==> src/hctb_pkg.sv <==
// Shared types and constants for the Huffman code tree builder.
// Holds field widths, kind and status codes, and the control/status
// structs between controller and datapath. No dependencies.
package hctb_pkg;

  // Default sizes
  localparam int unsigned MAX_WORDS_DEF = 1024;
  localparam int unsigned MAX_CODE_DEF  = 40;

  // Port field widths
  localparam int unsigned KIND_W  = 2;
  localparam int unsigned CNT_W   = 50;
  localparam int unsigned WORD_W  = 10;
  localparam int unsigned STAT_W  = 2;
  localparam int unsigned NODE_W  = 10;
  localparam int unsigned DEPTH_W = 6;

  // Saturation limit of a merged count
  localparam logic [CNT_W-1:0] CNT_MAX = {CNT_W{1'b1}};

  typedef enum logic [KIND_W-1:0] {
    KIND_LOAD  = 2'd0,
    KIND_BUILD = 2'd1,
    KIND_QUERY = 2'd2
  } kind_e;

  typedef enum logic [STAT_W-1:0] {
    STAT_OK   = 2'd0,
    STAT_BAD  = 2'd1,
    STAT_LONG = 2'd2,
    STAT_FULL = 2'd3
  } status_e;

  // Controller -> datapath commands
  typedef struct packed {
    logic    capture;    // latch input word
    logic    ld_write;   // store count, bump word count
    logic    bld_init;   // set up both queues
    logic    bld_read;   // read heads of leaf and merged queues
    logic    take1;      // take first child of a merge
    logic    take2;      // take second child of a merge
    logic    bld_sum;    // write merged count
    logic    q_init;     // start a path walk at the leaf
    logic    q_read;     // read parent link of current node
    logic    q_push;     // push one level onto the path stack
    logic    s_read;     // read next level from the path stack
    logic    emit_stat;  // send a single status word
    logic    emit_lvl;   // send one path level
    status_e stat;       // status code for emit_stat
  } cmd_t;

  // Datapath -> controller status
  typedef struct packed {
    kind_e kind;        // captured kind
    logic  full;        // word store full
    logic  few;         // fewer than two words
    logic  q_ok;        // tree built and word in range
    logic  node_avail;  // some queue still holds a node
    logic  build_done;  // current merge writes the root
    logic  at_root;     // parent just read is the root
    logic  len_last;    // walk reached the code length limit
    logic  lvl_last;    // level in the read buffer is the leaf level
    logic  out_free;    // output register can take a word
  } sts_t;

endpackage

==> src/hctb_ctrl.sv <==
// Controller state machine of the Huffman code tree builder.
// Sequences loads, the two-queue merge and the code path walk.
// Depends on hctb_pkg for cmd_t, sts_t and the code enums.
module hctb_ctrl (
  input  logic           clk_i,
  input  logic           rst_ni,
  input  logic           in_valid_i,
  output logic           in_ready_o,
  input  hctb_pkg::sts_t sts_i,
  output hctb_pkg::cmd_t cmd_o
);

  typedef enum logic [3:0] {
    ST_IDLE,
    ST_DECODE,
    ST_EMIT,
    ST_B_RD1,
    ST_B_TK1,
    ST_B_RD2,
    ST_B_TK2,
    ST_B_SUM,
    ST_Q_RD,
    ST_Q_CHK,
    ST_S_RD,
    ST_S_OUT
  } state_e;

  state_e               state_q, state_d;
  hctb_pkg::status_e    stat_q, stat_d;

  assign in_ready_o = (state_q == ST_IDLE);

  // Next state and commands
  always_comb begin
    state_d     = state_q;
    stat_d      = stat_q;
    cmd_o       = '0;
    cmd_o.stat  = stat_q;
    unique case (state_q)
      ST_IDLE: begin
        if (in_valid_i) begin
          cmd_o.capture = 1'b1;
          state_d       = ST_DECODE;
        end
      end
      ST_DECODE: begin
        unique case (sts_i.kind)
          hctb_pkg::KIND_LOAD: begin
            if (sts_i.full) begin
              stat_d = hctb_pkg::STAT_FULL;
            end else begin
              cmd_o.ld_write = 1'b1;
              stat_d         = hctb_pkg::STAT_OK;
            end
            state_d = ST_EMIT;
          end
          hctb_pkg::KIND_BUILD: begin
            if (sts_i.few) begin
              stat_d  = hctb_pkg::STAT_BAD;
              state_d = ST_EMIT;
            end else begin
              cmd_o.bld_init = 1'b1;
              state_d        = ST_B_RD1;
            end
          end
          hctb_pkg::KIND_QUERY: begin
            if (sts_i.q_ok) begin
              cmd_o.q_init = 1'b1;
              state_d      = ST_Q_RD;
            end else begin
              stat_d  = hctb_pkg::STAT_BAD;
              state_d = ST_EMIT;
            end
          end
          default: begin
            stat_d  = hctb_pkg::STAT_BAD;
            state_d = ST_EMIT;
          end
        endcase
      end
      ST_EMIT: begin
        if (sts_i.out_free) begin
          cmd_o.emit_stat = 1'b1;
          state_d         = ST_IDLE;
        end
      end
      // one merge: read, take, read, take, sum
      ST_B_RD1: begin
        cmd_o.bld_read = 1'b1;
        state_d        = ST_B_TK1;
      end
      ST_B_TK1: begin
        cmd_o.take1 = 1'b1;
        state_d     = ST_B_RD2;
      end
      ST_B_RD2: begin
        cmd_o.bld_read = 1'b1;
        state_d        = ST_B_TK2;
      end
      ST_B_TK2: begin
        cmd_o.take2 = 1'b1;
        state_d     = ST_B_SUM;
      end
      ST_B_SUM: begin
        cmd_o.bld_sum = 1'b1;
        if (sts_i.build_done) begin
          stat_d  = hctb_pkg::STAT_OK;
          state_d = ST_EMIT;
        end else begin
          state_d = ST_B_RD1;
        end
      end
      // walk leaf to root, stacking levels
      ST_Q_RD: begin
        cmd_o.q_read = 1'b1;
        state_d      = ST_Q_CHK;
      end
      ST_Q_CHK: begin
        cmd_o.q_push = 1'b1;
        priority if (sts_i.at_root) begin
          state_d = ST_S_RD;
        end else if (sts_i.len_last) begin
          stat_d  = hctb_pkg::STAT_LONG;
          state_d = ST_EMIT;
        end else begin
          state_d = ST_Q_RD;
        end
      end
      // replay the stack root first
      ST_S_RD: begin
        cmd_o.s_read = 1'b1;
        state_d      = ST_S_OUT;
      end
      ST_S_OUT: begin
        if (sts_i.out_free) begin
          cmd_o.emit_lvl = 1'b1;
          state_d        = sts_i.lvl_last ? ST_IDLE : ST_S_RD;
        end
      end
      default: begin
        state_d = ST_IDLE;
      end
    endcase
  end

  // State and registered status code
  always_ff @(posedge clk_i or negedge rst_ni) begin
    if (!rst_ni) begin
      state_q <= ST_IDLE;
      stat_q  <= hctb_pkg::STAT_OK;
    end else begin
      state_q <= state_d;
      stat_q  <= stat_d;
    end
  end

`ifndef SYNTHESIS
  // a take always finds a node in one of the queues
  a_take_has_node: assert property (@(posedge clk_i) disable iff (!rst_ni)
    (state_q == ST_B_TK1 || state_q == ST_B_TK2) |-> sts_i.node_avail)
    else $error("merge take with both queues empty");

  // an accepted word is decoded in the next cycle
  a_accept_decode: assert property (@(posedge clk_i) disable iff (!rst_ni)
    (in_valid_i && in_ready_o) |=> (state_q == ST_DECODE))
    else $error("accepted word not decoded");
`endif

endmodule

==> config.mk <==
export PLATFORM = sky130hd
export DESIGN_NAME = hctb_ctrl
export DESIGN_NICKNAME = d
export VERILOG_FILES = /design/src/hctb_pkg.sv /design/src/hctb_ctrl.sv
export SDC_FILE = /design/constraint.sdc
export NUM_CORES = 1
export LEC_CHECK = 0
export BUFFER_PORTS_ARGS = -buffer_cell sky130_fd_sc_hd__buf_2
export CAP_MARGIN = 10
export CORE_UTILIZATION = 49
export DETAILED_ROUTE_END_ITERATION = 8
export PLACE_DENSITY = 0.89
export SLEW_MARGIN = 20
export SYNTH_ARGS = -nofsm -noshare
export SYNTH_HDL_FRONTEND = slang
export SYNTH_SLANG_ARGS = --single-unit
==> constraint.sdc <==
create_clock -name clk_i -period 4.5 [get_ports clk_i]
set_input_delay 0.45 -clock clk_i [delete_from_list [all_inputs] [get_ports clk_i]]
set_output_delay 0.45 -clock clk_i [all_outputs]
set_load 0.01 [all_outputs]
==> flow_metrics.py, run 1 <==
metrics = {
    "yosys": {
        "async_flop_share": 1.00,
        "syn_inst": 87,
        "synth_warnings": 0,
        "synth_cell_types": 32,
        "ys_ff_latch": 6,
        "synth.top_cell.area_share": 0.228,
        "yosys.area.top_type": "dfrtp_1",
        "synth_ff_type": "dfrtp_1",
        "netlist_top_cells_area": "dfrtp_1 23%, ha_1 5.7%, nand2b_1 5.7%",
        "syn_avg_cell_area_um2": 7.56,
        "syn-cell-area_um2": 658,
        "ys_seq_area_frac": 0.228,
        "synthesis.nets": 104,
        "synth_edf_count": 0,
    },
    "clock_tree": {
        "cts_tree": "yes",
        "post_cts_buffers": 0,
        "htreeDepth": 1,
        "post_cts_resized": 0,
        "cts_buffers": 3,
        "clk_pin_slew_ns": 0.05,
        "clock_sinks": 6,
        "cts_hold_buf": 0,
        "max-clock-path-buffers": 2,
        "cts-root-buf": "clkbuf_4",
        "clk_latency_ns": 0.24,
    },
    "worst_setup_path": {
        "worstSetupPathType": "reg -> out",
        "critPathLaunchType": "flip-flop",
        "crit_path_max_fanout": 22,
        "critPathArrivalTime_ns": 1.86,
        "regToRegStartpoint": "state_q[3]$_DFFE_PN0P_",
        "max_stage_delay_ns": 0.66,
        "cp_cell_sequence": "or4b_4 -> nor3b_1 -> buf_2",
        "required_ns": 4.05,
        "end_kind": "output port",
        "crit_slowest_cell": "or4b_4",
        "crit_start": "state_q[1]$_DFFE_PN0P_",
    },
    "worst_hold_path": {
        "holdCritPathClass": "in -> async",
    },
    "die": {
        "die_area_um2": 1490,
        "start_util": 0.562,
        "coreArea_um2": 1170,
        "chipHeight_um": 38.7,
        "die_w_um": 38.7,
        "io_pins": 30,
        "rows": 12,
    },
    "sta": {
        "finalSetupViolCount": 0,
        "worstMarginPinSlew_ns": 0.606,
        "clock_skew_ns": 0.00778,
        "max_slew_margin": 0.596,
        "hold_viol": 0,
        "min_period_over_period": 0.513,
        "timing.setup.tns_ns": 0,
        "max_freq_mhz": 433,
        "slew_violations": 0,
        "rsz0062_at_grt": "false",
        "min_period_ns": 2.31,
    },
    "placement": {
        "globalplace.congestion": 0.791,
        "place_area_um2": 790,
        "portBuffers": 28,
        "dp_hpwl_um": 1140,
    },
    "cells_and_area": {
        "syn_to_final_growth_pct": 23.4,
        "final_util": 0.693,
        "final_area_um2": 812,
        "drive_gt1_frac": 0.304,
        "n_antenna_cell": 0,
        "nets": 131,
    },
    "power": {
        "sw_frac_of_total": 0.484,
        "pwr-share-clk": 0.121,
        "power_w": 0.000411,
        "p_seq_frac": 0.332,
        "p_leak_nw": 0.386,
        "vdd_drop_max_mv": 0.360,
        "powerDensity_nw_per_um2": 506,
        "p_switching_w": 0.000199,
        "p_int_w": 0.000212,
        "combPwrFrac": 0.548,
    },
    "routing": {
        "wire_per_inst_um": 12.0,
        "vias_per_cell": 5.69,
        "routed-via-count": 717,
        "drtPass1Iterations": 4,
        "ant_nets": 0,
        "initialDrtViolationCount": 40,
        "drt_wl_total_um": 1510,
        "drc": 0,
    },
    "status": {
        "status": "completed",
    },
    "grt": {
        "grt_start_max_net_pins": 23,
        "grt_first_pass_wirelength_um": 2390,
        "antenna_found_initial": 0,
        "grt_usage": 0.228,
        "grt_overflow": 0,
        "grt_pass1_vias": 568,
    },
    "flow_run": {
        "drv_cap": 0,
    },
}
power by group through the flow:
stage | clock network [W] | registers [W] | logic, W
after floorplan | 0 | 0.0000969 | 0.000205
after global placement | 0 | 0.000136 | 0.000220
after detailed placement | 0 | 0.000137 | 0.000224
after CTS | 0.0000495 | 0.000136 | 0.000226
after global routing | 0.0000523 | 0.000145 | 0.000249
final | 0.0000496 | 0.000136 | 0.000225
layout by cell type, fill, tap and decap left out, types with 2 or more instances in the layout:
cell | netlist | layout
a21oi_1 | 4 | 4
o21ai_0 | 4 | 4
nand2b_1 | 6 | 6
inv_1 | 8 | 8
a31oi_1 | 2 | 2
nor2_1 | 9 | 9
nor4_1 | 4 | 4
xnor2_1 | 2 | 2
and2_1 | 2 | 2
nand3_1 | 2 | 2
nor2b_1 | 2 | 2
o22ai_1 | 4 | 4
ha_1 | 3 | 3
buf_2 | 3 | 28
or3b_1 | 2 | 2
mux2_1 | 2 | 2
nand2_1 | 4 | 4
nor3_1 | 3 | 3
clkbuf_4 | 0 | 3
dfrtp_1 | 6 | 6
cell families after synthesis:
| group | after synthesis | synth area share |
|---|---|---|
| and+or+nand+nor | 37 | 0.316 |
| AOI/OAI and AO/OA | 22 | 0.240 |
| buffers and inverters | 14 | 0.0855 |
| DFF | 6 | 0.228 |
| xor gates and xnor gates | 3 | 0.0399 |
| adders and majority gates | 3 | 0.0570 |
| muxes | 2 | 0.0342 |
routing by layer:
metal,global-route usage,vias up,routed length [µm]
met3,0.0173,0,83
met2,0.388,38,753
met4,0.0776,0,0
li1,-,363,-
met5,0,-,0
met1,0.300,316,670
cell type report:
class	count	area, µm²
fillers	101	359
flip-flops and latches	6	150
multi-input cells	67	452
repair buffers	28	140
clock buffers	3	22.5
inverters	8	30.0
well taps	14	17.5
final timing paths:
kind,cells after the start,slack (ns),to
max,3,2.19,cmd_o[13]
max reg2reg,4,2.44,stat_q[0]$_DFFE_PN0P_
min,1,0.02,stat_q[1]$_DFFE_PN0P_
max in group asynchronous,1,4.32,state_q[2]$_DFFE_PN0P_
min reg2reg,1,0.49,stat_q[1]$_DFFE_PN0P_
min in group clk_i,2,0.45,state_q[0]$_DFFE_PN0P_
per-stage QoR:
step	cells	hold slack (ns)	setup slack, ns
after floorplan	87	0.154	2.53
after CTS	126	0.0268	2.20
after detailed placement	123	0.282	2.45
after global placement	123	0.273	2.47
final	126	0.0226	2.19
after global routing	126	0.0265	2.12
registers in the layout (all words and copies together), names as in the netlist:
| name | count |
|---|---|
| stat_q | 2 |
| state_q | 4 |
worst max-delay path, delay by kind of cell (launching register included):
kind / cells / cell delay, ns
buffers and inverters: 1 / 0.16
flip-flops: 1 / 0.60
AND/OR/NAND/NOR: 2 / 0.85
Yosys cell counts, drive strengths merged, types with 3 or more instances:
library cell / number
a21oi: 4
buf: 3
clkbuf: 3
dfrtp: 6
ha: 3
inv: 8
nand2: 4
nand2b: 6
nor2: 9
nor3: 3
nor4: 4
o21ai: 4
o22ai: 4
No activity file was read; power rests on OpenSTA's default activity.
==> run 2, diff against run 1 <==
Settings changed: ABC_AREA set to 1, CORE_UTILIZATION 49 to 45, PLACE_DENSITY 0.89 to 0.83.
Clock period 4.5 ns to 2.4 ns, I/O delays scaled along.
==> flow_metrics.py, run 2 <==
metrics = {
    "yosys": {
        "ys_seq_area_frac": 0.223,
        "synth_warnings": 0,
        "syn_inst": 118,
        "netlist_top_cells_area": "dfrtp_1 22%, nand2_1 21%, inv_1 12%",
        "syn_avg_cell_area_um2": 5.72,
        "synth_cell_types": 16,
        "synth_ff_type": "dfrtp_1",
        "yosysMostFrequentCell": "nand2_1",
        "yosys.area.top_type": "dfrtp_1",
        "synth.top_cell.area_share": 0.223,
        "synthesis.nets": 135,
        "syn-cell-area_um2": 674,
        "synth_edf_count": 0,
        "ys_ff_latch": 6,
        "async_flop_share": 1.00,
        "synth_common_cells": "37 x nand2_1, 22 x inv_1, 16 x nor2_1",
    },
    "cells_and_area": {
        "layout.cells.non_filler": 165,
        "final_common_cell": "nand2_1",
        "regMostFlops": "state_q",
        "n_antenna_cell": 0,
        "final_cell_mix": "37 x nand2_1, 28 x buf_2, 22 x inv_1",
        "nets": 169,
        "largest_register_ff_count": 4,
        "reg_top3": "state_q: 4 flops, stat_q: 2 flops",
        "drive_gt1_frac": 0.313,
        "syn_to_final_growth_pct": 28.4,
    },
    "status": {
        "status": "completed",
    },
    "sta": {
        "clock_skew_ns": 0.00128,
        "rsz0062_at_grt": "false",
        "hold_viol": 0,
        "max_freq_mhz": 624,
        "max_slew_margin": 0.833,
        "slew_violations": 0,
        "min_period_over_period": 0.667,
        "worstMarginPinSlew_ns": 0.247,
        "setup_slack_ns": 0.798,
        "min_period_ns": 1.60,
        "timing.setup.tns_ns": 0,
        "finalSetupViolCount": 0,
    },
    "die": {
        "start_util": 0.500,
        "io_pins": 30,
        "chipHeight_um": 40.7,
        "coreArea_um2": 1350,
        "die_w_um": 40.7,
        "die_area_um2": 1660,
        "rows": 13,
    },
    "clock_tree": {
        "cts_tree": "yes",
        "max-clock-path-buffers": 2,
        "htreeDepth": 1,
        "clk_pin_slew_ns": 0.04,
        "cts_buffers": 3,
        "clk_latency_ns": 0.24,
        "post_cts_resized": 0,
        "clock_sinks": 6,
        "cts-root-buf": "clkbuf_4",
    },
    "routing": {
        "wire_per_inst_um": 10.3,
        "drt_wl_total_um": 1700,
        "drtPass1Iterations": 4,
        "vias_per_cell": 4.88,
        "initialDrtViolationCount": 11,
        "drc": 0,
        "ant_nets": 0,
        "routed-via-count": 806,
    },
    "power": {
        "power_w": 0.000765,
        "p_leak_nw": 0.614,
        "vdd_drop_max_mv": 0.613,
        "powerDensity_nw_per_um2": 884,
    },
    "flow_run": {
        "drv_cap": 0,
    },
    "worst_hold_path": {
        "holdCritPathClass": "in -> reg",
    },
    "worst_setup_path": {
        "end_kind": "output port",
        "critPathArrivalTime_ns": 1.36,
        "crit_path_max_fanout": 6,
        "required_ns": 2.16,
        "critPathLaunchType": "flip-flop",
        "worstSetupPathType": "reg -> out",
        "r2r_slack_ns": 1.06,
    },
    "placement": {
        "portBuffers": 28,
        "globalplace.congestion": 0.812,
        "dp_hpwl_um": 1390,
        "preCtsSetupSlack_ns": 1.07,
        "place_inst": 161,
    },
    "grt": {
        "grt_first_pass_wirelength_um": 2500,
        "antenna_found_initial": 0,
        "grt_usage": 0.227,
        "grt_overflow": 0,
        "grt_start_max_net_pins": 7,
        "grt_pass1_vias": 667,
    },
}
[run 2: what timing repair did]
item                       4_1_cts  5_1_grt
setup endpoints to repair        0        0
setup buffers                    0        0
hold endpoints to repair         6        0
hold buffers                     1        0
[run 2: per-stage QoR]
step | area (µm²) | hold WS [ns] | util
after CTS | 866 | 0.292 | 0.641
after detailed placement | 833 | 0.0700 | 0.617
after global placement | 833 | 0.0653 | 0.617
final | 866 | 0.305 | 0.641
after global routing | 866 | 0.315 | 0.641
after floorplan | 674 | -0.0556 | -
[run 2: worst max-delay path, stage by stage (launching register included)]
cell and delay (ns):
dfrtp_1 0.45, nor2_2 0.24, nand2_1 0.15, nor3_1 0.13, buf_2 0.15
[run 2: worst paths after layout]
| check | from | cells after the start | to |
|---|---|---|---|
| setup / recovery | state_q[2]$_DFFE_PN0P_ | 4 | cmd_o[13] |
| hold / removal | in_valid_i | 3 | state_q[1]$_DFFE_PN0P_ |
| setup reg to reg | state_q[2]$_DFFE_PN0P_ | 6 | state_q[3]$_DFFE_PN0P_ |
| hold reg to reg | stat_q[0]$_DFFE_PN0P_ | 2 | stat_q[0]$_DFFE_PN0P_ |
| max in group asynchronous | rst_ni | 2 | state_q[1]$_DFFE_PN0P_ |
| min in group asynchronous | rst_ni | 2 | state_q[0]$_DFFE_PN0P_ |
[run 2: area by class of cell]
cell class,instances,area [µm²]
fillers,143,484
multi-input cells,85,423
flip-flops and latches,6,150
repair buffers,29,150
inverters,27,101
clock buffers,3,22.5
well taps,15,18.8
[run 2: layer usage]
layer	part of all wire	track usage
met2	0.52	0.440
met3	0.032	0.0815
met5	0	0
met4	0	0
met1	0.45	0.245
[run 2: kinds of logic (layout without fill, tap and decap cells)]
group	after synthesis	count (layout)	synth area share
compound gates	5	5	0.0408
simple gates	77	77	0.531
fa+ha+maj	3	3	0.0557
flops	6	6	0.223
buf+inv	27	59	0.150
[run 2: where the power goes]
| group | total [W] | switching [W] | leakage [nW] | internal, W |
|---|---|---|---|---|
| Combinational | 0.000480 | 0.000313 | 0.523 | 0.000168 |
| Sequential | 0.000194 | 0.0000497 | 0.0766 | 0.000145 |
| Clock | 0.0000907 | 0.0000343 | 0.0138 | 0.0000564 |
